[config.mk]
export PLATFORM = sky130hd
export DESIGN_NAME = fasta_nucleotide_stream_parser
export DESIGN_NICKNAME = d
export VERILOG_FILES = /design/src/design/fnp_pkg.sv /design/src/design/fnp_parse_core.sv /design/src/design/fnp_out_skid.sv /design/src/design/fasta_nucleotide_stream_parser.sv
export SDC_FILE = /design/constraint.sdc
export NUM_CORES = 1
export LEC_CHECK = 0
export BUFFER_PORTS_ARGS = -buffer_cell sky130_fd_sc_hd__buf_4
export CORE_ASPECT_RATIO = 0.6
export CORE_MARGIN = 3
export CORE_UTILIZATION = 50
export CTS_BUF_LIST = sky130_fd_sc_hd__clkbuf_2 sky130_fd_sc_hd__clkbuf_4 sky130_fd_sc_hd__clkbuf_8
export DETAILED_ROUTE_END_ITERATION = 10
export PLACE_DENSITY = 0.72
export SYNTH_ARGS = -nofsm -noshare
export SYNTH_HDL_FRONTEND = slang
export SYNTH_SLANG_ARGS = --single-unit
[constraint.sdc]
create_clock -name clk -period 67.4 [get_ports clk]
set_clock_uncertainty 0.2 [all_clocks]
set_input_delay 13.48 -clock clk [delete_from_list [all_inputs] [get_ports clk]]
set_output_delay 13.48 -clock clk [all_outputs]
set_load 0.1 [all_outputs]
[src/design/fnp_pkg.sv]
// fnp_pkg: shared types, character and result codes for the FASTA stream parser.
// No dependencies; imported by the parse core, the output buffer and the top level.
`default_nettype none

package fnp_pkg;

	// Counter widths; the result word is sized from these
	localparam int COUNT_BITS      = 32;
	localparam int HEADER_LEN_BITS = 16;

	// Characters the parser reacts to
	localparam logic [7:0] CHAR_GT         = 8'h3E;
	localparam logic [7:0] CHAR_NL         = 8'h0A;
	localparam logic [7:0] CHAR_SPACE      = 8'h20;
	localparam logic [7:0] CHAR_NUL        = 8'h00;
	localparam logic [7:0] CHAR_UNDERSCORE = 8'h5F;
	localparam logic [7:0] CHAR_ZERO       = 8'h30;
	localparam logic [7:0] CHAR_NINE       = 8'h39;

	// Result kinds
	localparam logic [2:0] KIND_HEADER = 3'd0;
	localparam logic [2:0] KIND_NT     = 3'd1;
	localparam logic [2:0] KIND_RECORD = 3'd2;
	localparam logic [2:0] KIND_FILE   = 3'd3;
	localparam logic [2:0] KIND_ERROR  = 3'd4;

	// Error codes
	localparam logic [1:0] ERR_BAD_START  = 2'd0;
	localparam logic [1:0] ERR_ILLEGAL    = 2'd1;
	localparam logic [1:0] ERR_MISSING_AB = 2'd2;
	localparam logic [1:0] ERR_NOT_SORTED = 2'd3;

	// Nucleotide codes; NT_NONE marks a byte that is not a nucleotide letter
	localparam logic [2:0] NT_NONE = 3'd0;
	localparam logic [2:0] NT_A    = 3'd1;
	localparam logic [2:0] NT_C    = 3'd2;
	localparam logic [2:0] NT_G    = 3'd3;
	localparam logic [2:0] NT_TU   = 3'd4;

	// Input word
	typedef struct packed {
		logic [7:0] text_byte;
		logic       end_of_text;
	} fnp_in_t;

	// Result word
	typedef struct packed {
		logic [2:0]                 kind;
		logic [7:0]                 symbol;
		logic [HEADER_LEN_BITS-1:0] header_length;
		logic [COUNT_BITS-1:0]      sequence_length;
		logic [COUNT_BITS-1:0]      abundance;
		logic [COUNT_BITS-1:0]      record_count;
		logic [COUNT_BITS-1:0]      longest_length;
		logic [COUNT_BITS+7:0]      total_nucleotides;
		logic [1:0]                 error_code;
		logic [31:0]                line_number;
	} fnp_out_t;

	// Letter to nucleotide code, either case
	function automatic logic [2:0] nt_code(input logic [7:0] b);
		logic [2:0] code;
		unique case (b)
			8'h41, 8'h61:               code = NT_A;
			8'h43, 8'h63:               code = NT_C;
			8'h47, 8'h67:               code = NT_G;
			8'h54, 8'h74, 8'h55, 8'h75: code = NT_TU;
			default:                    code = NT_NONE;
		endcase
		return code;
	endfunction

endpackage

`default_nettype wire

[src/design/fnp_parse_core.sv]
// fnp_parse_core: parser state registers and the one-byte next-state / result logic.
// Depends on fnp_pkg for codes, counter widths, the nucleotide table and the word types.
`default_nettype none

module fnp_parse_core import fnp_pkg::*; (
	input  wire logic     clk,
	input  wire logic     arst_n,
	input  wire logic     fire,
	input  wire fnp_in_t  in_word,
	output logic          res_valid,
	output fnp_out_t      res
);

	localparam int CB = COUNT_BITS;
	localparam int HL = HEADER_LEN_BITS;
	localparam int TB = COUNT_BITS + 8;

	localparam logic [HL-1:0] HDR_ONE = HL'(1);
	localparam logic [CB-1:0] CNT_ONE = CB'(1);

	// Parser modes
	localparam logic [2:0] MODE_FILE_START  = 3'd0;
	localparam logic [2:0] MODE_HEADER_ID   = 3'd1;
	localparam logic [2:0] MODE_HEADER_REST = 3'd2;
	localparam logic [2:0] MODE_SEQ         = 3'd3;
	localparam logic [2:0] MODE_SEQ_SKIP    = 3'd4;
	localparam logic [2:0] MODE_HALTED      = 3'd5;

	logic [2:0]    mode_q, mode_d;
	logic          line_start_q, line_start_d;
	logic [HL-1:0] hdr_cnt_q, hdr_cnt_d;
	logic [CB-1:0] acc_q, acc_d;
	logic          after_us_q, after_us_d;
	logic          digit_seen_q, digit_seen_d;
	logic [CB-1:0] seq_cnt_q, seq_cnt_d;
	logic [CB-1:0] prev_ab_q, prev_ab_d;
	logic          prev_valid_q, prev_valid_d;
	logic [31:0]   line_q, line_d;
	logic [CB-1:0] rec_q, rec_d;
	logic [CB-1:0] longest_q, longest_d;
	logic [TB-1:0] total_q, total_d;

	logic [7:0]    b;
	logic [2:0]    code;
	logic [CB+3:0] acc_mul;
	logic [CB-1:0] acc_digit;
	logic [CB-1:0] ab;
	logic          ab_zero;
	logic          not_sorted;
	logic [TB:0]   total_sum;
	logic [31:0]   line_inc;
	logic [HL-1:0] hdr_inc;
	logic [CB-1:0] seq_inc;
	logic          do_close;
	logic [2:0]    close_kind;
	logic [2:0]    kind;
	logic [7:0]    sym;
	logic [HL-1:0] hl_w;
	logic [CB-1:0] sl_w;
	logic [CB-1:0] ab_w;
	logic [1:0]    err;

	assign b    = in_word.text_byte;
	assign code = nt_code(b);

	// Abundance digit: acc*10 + d, saturating
	assign acc_mul   = (CB+4)'({acc_q, 3'b000}) + (CB+4)'({acc_q, 1'b0}) + (CB+4)'(b[3:0]);
	assign acc_digit = (|acc_mul[CB+3:CB]) ? '1 : acc_mul[CB-1:0];

	// Record close checks
	assign ab         = (after_us_q && digit_seen_q) ? acc_q : '0;
	assign ab_zero    = (ab == '0);
	assign not_sorted = prev_valid_q && (ab > prev_ab_q);
	assign total_sum  = {1'b0, total_q} + (TB+1)'(seq_cnt_q);

	// Saturating increments
	assign line_inc = (line_q == '1) ? line_q : line_q + 32'd1;
	assign hdr_inc  = (hdr_cnt_q == '1) ? hdr_cnt_q : hdr_cnt_q + HDR_ONE;
	assign seq_inc  = (seq_cnt_q == '1) ? seq_cnt_q : seq_cnt_q + CNT_ONE;

	// Next state and result
	always_comb begin
		mode_d       = mode_q;
		line_start_d = line_start_q;
		hdr_cnt_d    = hdr_cnt_q;
		acc_d        = acc_q;
		after_us_d   = after_us_q;
		digit_seen_d = digit_seen_q;
		seq_cnt_d    = seq_cnt_q;
		prev_ab_d    = prev_ab_q;
		prev_valid_d = prev_valid_q;
		line_d       = line_q;
		rec_d        = rec_q;
		longest_d    = longest_q;
		total_d      = total_q;
		res_valid    = 1'b0;
		kind         = KIND_HEADER;
		sym          = 8'h00;
		hl_w         = '0;
		sl_w         = '0;
		ab_w         = '0;
		err          = ERR_BAD_START;
		do_close     = 1'b0;
		close_kind   = KIND_FILE;

		if (fire && (mode_q != MODE_HALTED)) begin
			if (in_word.end_of_text) begin
				if (mode_q == MODE_FILE_START) begin
					res_valid = 1'b1;
					kind      = KIND_FILE;
					mode_d    = MODE_HALTED;
				end else begin
					do_close   = 1'b1;
					close_kind = KIND_FILE;
				end
			end else begin
				unique case (mode_q)
					MODE_FILE_START: begin
						if (b != CHAR_GT) begin
							res_valid = 1'b1;
							kind      = KIND_ERROR;
							err       = ERR_BAD_START;
							mode_d    = MODE_HALTED;
						end else begin
							hdr_cnt_d    = '0;
							acc_d        = '0;
							after_us_d   = 1'b0;
							digit_seen_d = 1'b0;
							seq_cnt_d    = '0;
							mode_d       = MODE_HEADER_ID;
						end
					end
					MODE_HEADER_ID: begin
						if ((b == CHAR_SPACE) || (b == CHAR_NUL)) begin
							mode_d = MODE_HEADER_REST;
						end else if (b == CHAR_NL) begin
							mode_d       = MODE_SEQ;
							line_d       = line_inc;
							line_start_d = 1'b1;
						end else begin
							res_valid = 1'b1;
							kind      = KIND_HEADER;
							sym       = b;
							hdr_cnt_d = hdr_inc;
							priority if (b == CHAR_UNDERSCORE) begin
								after_us_d   = 1'b1;
								digit_seen_d = 1'b0;
								acc_d        = '0;
							end else if ((b >= CHAR_ZERO) && (b <= CHAR_NINE) && after_us_q) begin
								acc_d        = acc_digit;
								digit_seen_d = 1'b1;
							end else begin
								after_us_d   = 1'b0;
								digit_seen_d = 1'b0;
								acc_d        = '0;
							end
						end
					end
					MODE_HEADER_REST, MODE_SEQ_SKIP: begin
						if (b == CHAR_NL) begin
							mode_d       = MODE_SEQ;
							line_d       = line_inc;
							line_start_d = 1'b1;
						end
					end
					MODE_SEQ: begin
						priority if (line_start_q && (b == CHAR_GT)) begin
							do_close   = 1'b1;
							close_kind = KIND_RECORD;
						end else if (b == CHAR_NL) begin
							line_d       = line_inc;
							line_start_d = 1'b1;
						end else if (b == CHAR_NUL) begin
							line_start_d = 1'b0;
							mode_d       = MODE_SEQ_SKIP;
						end else if (code == NT_NONE) begin
							line_start_d = 1'b0;
							res_valid    = 1'b1;
							kind         = KIND_ERROR;
							err          = ERR_ILLEGAL;
							mode_d       = MODE_HALTED;
						end else begin
							line_start_d = 1'b0;
							seq_cnt_d    = seq_inc;
							res_valid    = 1'b1;
							kind         = KIND_NT;
							sym          = {5'b00000, code};
						end
					end
					default: begin
					end
				endcase
			end
		end

		// Close the open record: checks, totals, then next header or halt
		if (do_close) begin
			res_valid = 1'b1;
			hl_w      = hdr_cnt_q;
			sl_w      = seq_cnt_q;
			ab_w      = ab;
			priority if (ab_zero) begin
				kind   = KIND_ERROR;
				err    = ERR_MISSING_AB;
				mode_d = MODE_HALTED;
			end else if (not_sorted) begin
				kind   = KIND_ERROR;
				err    = ERR_NOT_SORTED;
				mode_d = MODE_HALTED;
			end else begin
				kind         = close_kind;
				err          = ERR_BAD_START;
				prev_ab_d    = ab;
				prev_valid_d = 1'b1;
				rec_d        = (rec_q == '1) ? rec_q : rec_q + CNT_ONE;
				longest_d    = (seq_cnt_q > longest_q) ? seq_cnt_q : longest_q;
				total_d      = total_sum[TB] ? '1 : total_sum[TB-1:0];
				if (close_kind == KIND_FILE) begin
					mode_d = MODE_HALTED;
				end else begin
					hdr_cnt_d    = '0;
					acc_d        = '0;
					after_us_d   = 1'b0;
					digit_seen_d = 1'b0;
					seq_cnt_d    = '0;
					mode_d       = MODE_HEADER_ID;
				end
			end
		end

		// Result word; running totals as left by this byte
		res.kind              = kind;
		res.symbol            = sym;
		res.header_length     = hl_w;
		res.sequence_length   = sl_w;
		res.abundance         = ab_w;
		res.record_count      = rec_d;
		res.longest_length    = longest_d;
		res.total_nucleotides = total_d;
		res.error_code        = (kind == KIND_ERROR) ? err : ERR_BAD_START;
		res.line_number       = line_q;
	end

	// State registers
	always_ff @(posedge clk or negedge arst_n) begin
		if (!arst_n) begin
			mode_q       <= MODE_FILE_START;
			line_start_q <= 1'b1;
			hdr_cnt_q    <= '0;
			acc_q        <= '0;
			after_us_q   <= 1'b0;
			digit_seen_q <= 1'b0;
			seq_cnt_q    <= '0;
			prev_ab_q    <= '0;
			prev_valid_q <= 1'b0;
			line_q       <= 32'd1;
			rec_q        <= '0;
			longest_q    <= '0;
			total_q      <= '0;
		end else begin
			mode_q       <= mode_d;
			line_start_q <= line_start_d;
			hdr_cnt_q    <= hdr_cnt_d;
			acc_q        <= acc_d;
			after_us_q   <= after_us_d;
			digit_seen_q <= digit_seen_d;
			seq_cnt_q    <= seq_cnt_d;
			prev_ab_q    <= prev_ab_d;
			prev_valid_q <= prev_valid_d;
			line_q       <= line_d;
			rec_q        <= rec_d;
			longest_q    <= longest_d;
			total_q      <= total_d;
		end
	end

	// Once halted, nothing restarts the parser short of reset
	a_halt_sticky: assert property (@(posedge clk) disable iff (!arst_n)
		(mode_q == MODE_HALTED) |=> (mode_q == MODE_HALTED))
		else $error("parser left halted mode");

	// Every error word halts the parser
	a_error_halts: assert property (@(posedge clk) disable iff (!arst_n)
		(res_valid && (res.kind == KIND_ERROR)) |=> (mode_q == MODE_HALTED))
		else $error("error reported without halting");

	// A clean record close bumps the record count unless it is saturated
	a_record_counted: assert property (@(posedge clk) disable iff (!arst_n)
		(res_valid && (res.kind == KIND_RECORD))
		|=> ((rec_q != $past(rec_q)) || ($past(rec_q) == '1)))
		else $error("record closed without being counted");

endmodule

`default_nettype wire

[src/design/fnp_out_skid.sv]
// fnp_out_skid: two-entry result buffer (output register plus skid register).
// Depends on fnp_pkg for the result word type.
`default_nettype none

module fnp_out_skid import fnp_pkg::*; (
	input  wire logic     clk,
	input  wire logic     arst_n,
	input  wire logic     push,
	input  wire fnp_out_t push_word,
	output logic          space,
	output logic          out_valid,
	input  wire logic     out_ready,
	output fnp_out_t      out_word
);

	logic     out_valid_q;
	fnp_out_t out_q;
	logic     skid_valid_q;
	fnp_out_t skid_q;
	logic     drain;

	// Upstream may push while the skid register is free
	assign space     = !skid_valid_q;
	assign out_valid = out_valid_q;
	assign out_word  = out_q;
	assign drain     = !out_valid_q || out_ready;

	// Valid flags
	always_ff @(posedge clk or negedge arst_n) begin
		if (!arst_n) begin
			out_valid_q  <= 1'b0;
			skid_valid_q <= 1'b0;
		end else if (drain) begin
			out_valid_q  <= skid_valid_q || push;
			skid_valid_q <= 1'b0;
		end else if (push) begin
			skid_valid_q <= 1'b1;
		end
	end

	// Payload registers
	always_ff @(posedge clk) begin
		if (drain) begin
			out_q <= skid_valid_q ? skid_q : push_word;
		end else if (push) begin
			skid_q <= push_word;
		end
	end

	// The skid register only fills behind a stalled output word
	a_skid_behind_out: assert property (@(posedge clk) disable iff (!arst_n)
		skid_valid_q |-> out_valid_q)
		else $error("skid word held with empty output register");

endmodule

`default_nettype wire

[src/design/fasta_nucleotide_stream_parser.sv]
// fasta_nucleotide_stream_parser: top level of the FASTA byte-stream parser.
// Depends on fnp_pkg, fnp_parse_core and fnp_out_skid.
//
//   channel  | direction | handshake           | word
//   ---------+-----------+---------------------+----------------------------
//   in       | input     | in_valid / in_ready | fnp_in_t: text byte, end flag
//   out      | output    | out_valid/out_ready | fnp_out_t: kind, symbol, stats
//
// One text byte per cycle while in_ready is high; each result is registered in the output buffer before out.
// The parser state is a single register stage updated by one byte's logic.
// A two-word output buffer keeps in_ready high through a one-word output stall.
// in_ready drops only while both buffer words are held; it is a register.
// arst_n clears the parser to file start, line 1, all counters zero.
`default_nettype none

module fasta_nucleotide_stream_parser import fnp_pkg::*; (
	input  wire logic     clk,
	input  wire logic     arst_n,
	input  wire logic     in_valid,
	output logic          in_ready,
	input  wire fnp_in_t  in_word,
	output logic          out_valid,
	input  wire logic     out_ready,
	output fnp_out_t      out_word
);

	logic     fire;
	logic     res_valid;
	fnp_out_t res;
	logic     space;

	assign in_ready = space;
	assign fire     = in_valid && in_ready;

	// Byte parser
	fnp_parse_core u_core (
		.clk       (clk),
		.arst_n    (arst_n),
		.fire      (fire),
		.in_word   (in_word),
		.res_valid (res_valid),
		.res       (res)
	);

	// Result buffer
	fnp_out_skid u_skid (
		.clk       (clk),
		.arst_n    (arst_n),
		.push      (res_valid),
		.push_word (res),
		.space     (space),
		.out_valid (out_valid),
		.out_ready (out_ready),
		.out_word  (out_word)
	);

endmodule

`default_nettype wire
==> results of run 1 <==
==> per-layer routing <==
layer | up-vias | track usage (%)
met5 | - | 0
met2 | 985 | 34.7
li1 | 11200 | -
met3 | 159 | 5.46
met1 | 12200 | 37.5
met4 | 0 | 7.30
==> cells in the mapped netlist (7+ instances only) <==
master / n / share of area (%)
sky130_fd_sc_hd__edfxtp_1: 458 / 40
sky130_fd_sc_hd__dfrtp_1: 255 / 19
sky130_fd_sc_hd__nand2_1: 243 / 2.6
sky130_fd_sc_hd__nor2_1: 174 / 1.9
sky130_fd_sc_hd__a21oi_1: 165 / 2.4
sky130_fd_sc_hd__ha_1: 163 / 5.9
sky130_fd_sc_hd__mux2_2: 161 / 5.3
sky130_fd_sc_hd__a21o_1: 122 / 2.7
sky130_fd_sc_hd__inv_1: 121 / 1.3
sky130_fd_sc_hd__o21ai_0: 120 / 1.7
sky130_fd_sc_hd__clkbuf_1: 110 / 1.2
sky130_fd_sc_hd__xnor2_1: 71 / 1.8
sky130_fd_sc_hd__nand4_1: 59 / 1.1
sky130_fd_sc_hd__and2_1: 57 / 1.0
sky130_fd_sc_hd__and3_1: 57 / 1.0
sky130_fd_sc_hd__nand3_1: 57 / 0.83
sky130_fd_sc_hd__xor2_1: 49 / 1.2
sky130_fd_sc_hd__nor3_1: 47 / 0.68
sky130_fd_sc_hd__nor4_1: 34 / 0.62
sky130_fd_sc_hd__a22oi_1: 31 / 0.67
sky130_fd_sc_hd__a31oi_1: 24 / 0.44
sky130_fd_sc_hd__nor2b_1: 23 / 0.42
sky130_fd_sc_hd__a311oi_1: 20 / 0.51
sky130_fd_sc_hd__o21a_1: 20 / 0.44
sky130_fd_sc_hd__o21bai_1: 18 / 0.39
sky130_fd_sc_hd__nand2b_1: 16 / 0.29
sky130_fd_sc_hd__a211oi_1: 15 / 0.33
sky130_fd_sc_hd__o211ai_1: 14 / 0.30
sky130_fd_sc_hd__or3_1: 13 / 0.24
sky130_fd_sc_hd__and4_1: 9 / 0.23
sky130_fd_sc_hd__o22a_1: 8 / 0.20
sky130_fd_sc_hd__a41oi_1: 7 / 0.18
sky130_fd_sc_hd__buf_6: 7 / 0.23
==> path summary, 6_finish.rpt <==
check                                                startpoint                               to  slack [ps]  depth (start not counted)
worst max-delay path                                 in_word[6]    u_skid.out_word[45]$_DFFE_PN_       49590                         11
worst min-delay path            u_core.prev_valid_q$_DFFE_PN0P_  u_core.prev_valid_q$_DFFE_PN0P_         260                          2
worst max register to register      u_core.after_us_q$_DFF_PN0_    u_skid.out_word[45]$_DFFE_PN_       60870                         14
worst min register to register  u_core.prev_valid_q$_DFFE_PN0P_  u_core.prev_valid_q$_DFFE_PN0P_         260                          2
max in group asynchronous                                arst_n       u_core.rec_q[16]$_DFF_PN0_       51440                          4
min in group asynchronous                                arst_n   u_core.longest_q[21]$_DFF_PN0_       12510                          1
==> cells by family (layout without fill, tap and decap cells) <==
| group | Yosys count | count (layout) | synth area share, % |
|---|---|---|---|
| compound gates | 629 | 629 | 11.9 |
| xor+xnor | 120 | 120 | 3.05 |
| fa+ha+maj | 166 | 166 | 6.09 |
| buf+inv | 247 | 591 | 2.86 |
| flops | 715 | 715 | 58.5 |
| mux | 167 | 167 | 5.44 |
| other cells | 0 | 1 | 0 |
| simple gates | 827 | 827 | 12.1 |
==> sequential cells by signal (all words and copies together) (netlist names), 3 cells and up <==
register	count
u_skid.skid_q	229
u_core.longest_q	32
u_core.hdr_cnt_q	16
u_core.rec_q	32
u_core.acc_q	32
u_core.mode_q	3
u_core.line_q	32
u_skid.out_word	229
u_core.prev_ab_q	32
u_core.seq_cnt_q	32
u_core.total_q	40
==> layout make-up <==
cell class / instances / area share, %
Multi-Input combinational cell: 1909 / 33.9
Sequential cell: 715 / 51.1
Clock inverter: 40 / 0.910
Clock buffer: 152 / 4.78
Timing Repair Buffer: 277 / 5.29
Tap cell: 900 / 2.85
Antenna cell: 1 / 0.00634
Inverter: 122 / 1.17
==> tightest hold or removal path, stage by stage, from the launching register on <==
cell                      delay (ps)
sky130_fd_sc_hd__dfrtp_1         330
sky130_fd_sc_hd__inv_1            50
sky130_fd_sc_hd__nand2_1          50
==> through the flow <==
step                hold slack, ps  cells  util [%]
floorplan                      214   2871         -
global placement               235   3923      55.4
detailed placement             246   3923      55.4
CTS                            259   4115      58.7
global route                   276   4115      58.7
finish                         257   4116      58.7
==> report_power, final <==
group          total (mW)  switching, mW  internal (mW)
Clock               0.374          0.171          0.203
Sequential          0.552         0.0255          0.526
Combinational       0.412          0.347         0.0655
==> reports/metrics.yaml, run 1 <==
worst_setup_path:
  cpLargestDelayFamily: "simple AND/OR/NAND/NOR gates"
  required_ps: 67680
  path_common_cell: "sky130_fd_sc_hd__buf_4"
  critPathKind: "input pin to register"
  cp-end-kind: "register"
  crit_path_max_incr_delay_ps: 910
  critical_path.n_buffers_inverters: 2
  critical_path_cell_sequence: "buf_4 > or3b_4 > nor4_4 > and3_1 > o221ai_2 > or2_4 > nor3_2 > buf_4 > and2_1 > a21oi_1 > mux2_2"
  worst_setup_sp_type: "input pin"
  cp_data_arrival_time_ps: 18090
  cp_slowest_cell: "sky130_fd_sc_hd__and2_1"
  timing.critical_path.fanout_max: 50
routing:
  detail-route-antenna-nets: 0
  dr_wl_met3_microns: 7450
  wl_met2_microns: 37900
  drt-pass1-iter-count: 6
  drt_iter0_markers: 2528
  top_signal_layer_used: "met4"
  routed_wire_length_per_instance_microns: 21.9
  via_count: 24500
  drt_wirelength_microns: 90100
  drc: 0
  wl_met1_microns: 42600
  route.detailed.vias_per_inst: 5.96
placed_design:
  place.gp.congestion: 0.917
  dp.final_hpwl_microns: 61800
  detailed_place.area_sq_um: 37200
  place_ws_ps: 48890
  place.port_buffers: 243
clocking:
  clock_tree.htree_level_count: 3
  clock_tree.buffer_depth: 3
  numCtsBuffers: 102
  root_buffer: "sky130_fd_sc_hd__clkbuf_8"
  clkTransAtPathRegs_ps: 70
  cts_tree: "built"
  cts-hold-fix-buffers: 0
  post_cts.resized_instances: 0
  worstSkewPairLatency_ps: 730
  cts_post_setup_buffers_inserted: 0
  clkSinkCount: 715
floorplanning:
  fp.coreArea_sq_um: 67200
  die_x_microns: 345
  placementRows: 73
  design.die.area_sq_um: 72300
  design.portCount: 244
  initial_cell_density_of_the_core_pct: 51.3
  die-height_microns: 209
layout:
  final_common_cell: "sky130_fd_sc_hd__edfxtp_1"
  num-fill-cells: 5510
  most_frequent_cells_in_the_layout: "458 x sky130_fd_sc_hd__edfxtp_1, 276 x sky130_fd_sc_hd__buf_4, 254 x sky130_fd_sc_hd__dfrtp_1, 243 x sky130_fd_sc_hd__nand2_1, 172 x sky130_fd_sc_hd__nor2_1"
  stdcell_area_sq_um: 39500
  area.sequential_sq_um: 20200
  multi_input_area_sq_um: 13400
  design.final.nets: 3306
  area_growth_pct: 14.5
  drive_above_1_share_pct: 20.4
power_and_ir_drop:
  power.density_cell_area_nw_per_um2: 33.9
  power.leakage_nw: 18.1
  totalPowerFinal_mw: 1.34
  ir_worst_vdd_uv: 33.1
yosys:
  synth_cell_types: 83
  syn_area_sq_um: 34500
  synth_warnings: 0
  synth-main-ff-cell: "sky130_fd_sc_hd__edfxtp_1"
  async_flop_share_pct: 35.9
  ys_seq_elements: 715
  synth.yosys.seq_area_share_pct: 58.5
  synth-edff-count: 458
  post_syn_instances: 2871
  avgSynthCellArea_sq_um: 12.0
  syn_nets: 3050
sta:
  timing.final.hold_violations: 0
  final_critical_path_setup_slack_ps: 49590
  finalMaxSlewViolations: 0
  setup_tns_ps: 0
  timing.fmax_mhz: 56.1
  final_period_util_pct: 26.4
  tightest_pin_transition_ps: 1250
  rsz0062_at_grt: "no"
  final.min_clock_period_ps: 17810
  relSlewSlack_pct: 16.6
  finalSetupViolations: 0
global_route:
  grt_remaining_overflow: 0
  first_global_vias: 24100
  antenna_violations_before_repair: 1
  first_pass_grt_wire_length_microns: 140000
  groute.usage.overall_pct: 24.5
  grt_start_max_net_pins: 78
status:
  outcome: "finished clean"
job:
  timing.max_cap.violations: 0
min_path:
  min-delay-path-class: "register to register"
No activity file was read; power rests on OpenSTA's default activity.
==> run 2: changes to the inputs <==
Clock period 67.4 ns to 18.6 ns, I/O delays scaled along.
==> run 2 against run 1 <==
Die area unchanged; via count down 0.46%; register-to-register slack got worse by 48000 ps; sequential power rose to 3.6 times the previous value; largest power group unchanged; hold slack worse by 6.3 ps; highest routed layer unchanged; utilization down 0.11 points; first-iteration DRC count grew 1.7%; non-clock buffer count decreased by 7; combinational power grew to 3.6 times the previous value.
==> reports/metrics.yaml, run 2 (synthesis results as in run 1) <==
status:
  outcome: "finished clean"  # unchanged
layout:
  layout.core_utilization_pct: 58.6  # was 58.7%
  final_common_cell: "sky130_fd_sc_hd__edfxtp_1"  # unchanged
  stdcell_area_sq_um: 39400  # was 39,500 sq um
  antennaDiodeCount: 0  # was 1
  most_frequent_cells_in_the_layout: "458 x sky130_fd_sc_hd__edfxtp_1, 266 x sky130_fd_sc_hd__buf_4, 254 x sky130_fd_sc_hd__dfrtp_1, 243 x sky130_fd_sc_hd__nand2_1, 172 x sky130_fd_sc_hd__nor2_1"  # was 458 x sky130_fd_sc_hd__edfxtp_1, 276 x sky130_fd_sc_hd__buf_4, 254 x sky130_fd_sc_hd__dfrtp_1, 243 x sky130_fd_sc_hd__nand2_1, 172 x sky130_fd_sc_hd__nor2_1
  drive_above_1_share_pct: 20.3  # was 20.4%
  area_growth_pct: 14.3  # was 14.5%
  instances_no_fill: 4108  # was 4,116
  design.final.nets: 3300  # was 3,306
clocking:
  root_buffer: "sky130_fd_sc_hd__clkbuf_8"  # unchanged
  numCtsBuffers: 103  # was 102
  cts-hold-fix-buffers: 0  # unchanged
  clkSinkCount: 715  # unchanged
  worstSkewPairLatency_ps: 700  # was 730 ps
  clkTransAtPathRegs_ps: 60  # was 70 ps
  post_cts.resized_instances: 0  # unchanged
  cts_tree: "built"  # unchanged
  clock_tree.htree_level_count: 3  # unchanged
  cts_post_setup_buffers_inserted: 0  # unchanged
  clock_tree.buffer_depth: 3  # unchanged
sta:
  relSlewSlack_pct: 17.6  # was 16.6%
  rsz0062_at_grt: "no"  # unchanged
  setup_tns_ps: 0  # unchanged
  timing.final.hold_violations: 0  # unchanged
  final.min_clock_period_ps: 7480
  finalMaxSlewViolations: 0  # unchanged
  timing.fmax_mhz: 134
  final.hold.worst_slack_ps: 251  # was 257 ps
  tightest_pin_transition_ps: 1240  # was 1250 ps
  final_period_util_pct: 40.2
  finalSetupViolations: 0  # unchanged
worst_setup_path:
  path_depth: 13  # was 11
  required_ps: 18880  # was 67,680 ps
  cp-end-kind: "register"  # unchanged
  worst_setup_sp_type: "input pin"  # unchanged
  critPathKind: "input pin to register"  # unchanged
  critical_path.n_buffers_inverters: 2  # unchanged
  cp_data_arrival_time_ps: 7760  # was 18,090 ps
  cpLargestDelayFamily: "compound AO/OA/AOI/OAI gates"  # was simple AND/OR/NAND/NOR gates
  reg2regPathDepth: 13  # was 14
  cp_slowest_cell: "sky130_fd_sc_hd__o21a_1"  # was sky130_fd_sc_hd__and2_1
  critical_path_cell_sequence: "buf_4 > fa_1 > inv_1 > fa_1 > nand2b_1 > a21oi_1 > o22a_1 > a2111o_1 > a31oi_1 > o311a_1 > a211oi_1 > o21a_1 > o211ai_1"  # was buf_4 > or3b_4 > nor4_4 > and3_1 > o221ai_2 > or2_4 > nor3_2 > buf_4 > and2_1 > a21oi_1 > mux2_2
  worst-r2r-setup-slack_ps: 12800  # was 60,870 ps
  timing.critical_path.fanout_max: 32  # was 50
  crit_path_max_incr_delay_ps: 880  # was 910 ps
  path_common_cell: "sky130_fd_sc_hd__fa_1"  # was sky130_fd_sc_hd__buf_4
routing:
  via_count: 24400  # was 24,500
  detail-route-antenna-nets: 0  # unchanged
  drt_iter0_markers: 2572  # was 2,528
  drt_wirelength_microns: 89600  # was 90,100 microns
  drc: 0  # unchanged
  drt-pass1-iter-count: 6  # unchanged
  route.detailed.vias_per_inst: 5.94  # was 5.96
  routed_wire_length_per_instance_microns: 21.8  # was 21.9 microns
floorplanning:
  design.die.area_sq_um: 72300  # unchanged
  fp.coreArea_sq_um: 67200  # unchanged
  placementRows: 73  # unchanged
  design.portCount: 244  # unchanged
  initial_cell_density_of_the_core_pct: 51.3  # unchanged
  die_x_microns: 345  # unchanged
  die-height_microns: 209  # unchanged
global_route:
  first_pass_grt_wire_length_microns: 140000  # about the same
  grt_start_max_net_pins: 157  # was 78
  antenna_violations_before_repair: 1  # unchanged
  grt_remaining_overflow: 0  # unchanged
  groute.usage.overall_pct: 24.4  # was 24.5%
  first_global_vias: 23600  # was 24,100
min_path:
  worst_hold_path_cell_count: 0  # was 2
  min-delay-path-class: "register to register"  # unchanged
power_and_ir_drop:
  power.leakage_nw: 18.0  # was 18.1 nW
  ir_worst_vdd_uv: 131  # was 33.1 uV
  power.density_cell_area_nw_per_um2: 122  # was 33.9 nW/um^2
placed_design:
  place.port_buffers: 243  # unchanged
  placedCellCount: 3916  # was 3,923
  detailed_place.area_sq_um: 37200  # about the same
  dp.final_hpwl_microns: 60800  # was 61,800 microns
  place.gp.congestion: 0.903  # was 0.917
job:
  timing.max_cap.violations: 0  # unchanged
==> run 2: cell count changes in the layout (fill, tap and decap cells not counted) <==
cell	previous run	this run
sky130_fd_sc_hd__buf_12	0	3
sky130_fd_sc_hd__buf_4	276	266
sky130_fd_sc_hd__bufinv_16	6	4
sky130_fd_sc_hd__clkbuf_4	33	43
sky130_fd_sc_hd__clkbuf_8	119	116
sky130_fd_sc_hd__clkinv_1	15	12
sky130_fd_sc_hd__clkinv_2	14	13
sky130_fd_sc_hd__clkinv_8	0	1
sky130_fd_sc_hd__clkinvlp_4	1	3
sky130_fd_sc_hd__diode_2	1	0
sky130_fd_sc_hd__inv_12	1	0
sky130_fd_sc_hd__inv_6	2	0
sky130_fd_sc_hd__inv_8	1	0
==> run 2: layer usage <==
| metal | vias up | GRT usage, % | wire length [microns] |
|---|---|---|---|
| met1 | 12100 | 39.0 | 43100 |
| met4 | 0 | 5.33 | 1490 |
| met3 | 128 | 5.06 | 7870 |
| li1 | 11200 | - | - |
| met5 | - | 0 | 0 |
| met2 | 1039 | 33.9 | 37100 |
==> run 2: layout make-up <==
type,instances,area [sq um]
inverter,122,460
clock inverter,33,269
multi-input combinational,1909,13400
tap,900,1130
fill,5481,27800
clock buffer,159,1920
timing repair buffer,270,2070
sequential,715,20200
==> run 2: worst paths after layout <==
path,from,endpoint
worst max register to register,u_core.after_us_q$_DFF_PN0_,u_skid.out_word[107]$_DFFE_PN_
worst min-delay path,u_core.line_q[27]$_DFFE_PN0P_,u_skid.skid_q[27]$_DFFE_PP_
max in group asynchronous,arst_n,u_core.rec_q[23]$_DFF_PN0_
worst min register to register,u_core.line_q[27]$_DFFE_PN0P_,u_skid.skid_q[27]$_DFFE_PP_
min in group asynchronous,arst_n,u_core.longest_q[11]$_DFF_PN0_
worst max-delay path,in_word[4],u_core.acc_q[10]$_DFF_PN0_
==> run 2: where the power goes <==
| part | internal (mW) | switching [mW] | leakage (nW) |
|---|---|---|---|
| clock | 0.714 | 0.610 | 1.17 |
| sequential | 1.91 | 0.0906 | 8.31 |
| combinational | 0.238 | 1.25 | 8.56 |
| total | 2.86 | 1.95 | 18.0 |
==> run 2: per-stage QoR <==
stage,total power [mW],worst slack [ps]
3_3_place_gp,3.52,10520
5_1_grt,4.97,10850
2_1_floorplan,3.21,188
6_report,4.81,11120
4_1_cts,4.85,11290
3_5_place_dp,3.53,10550
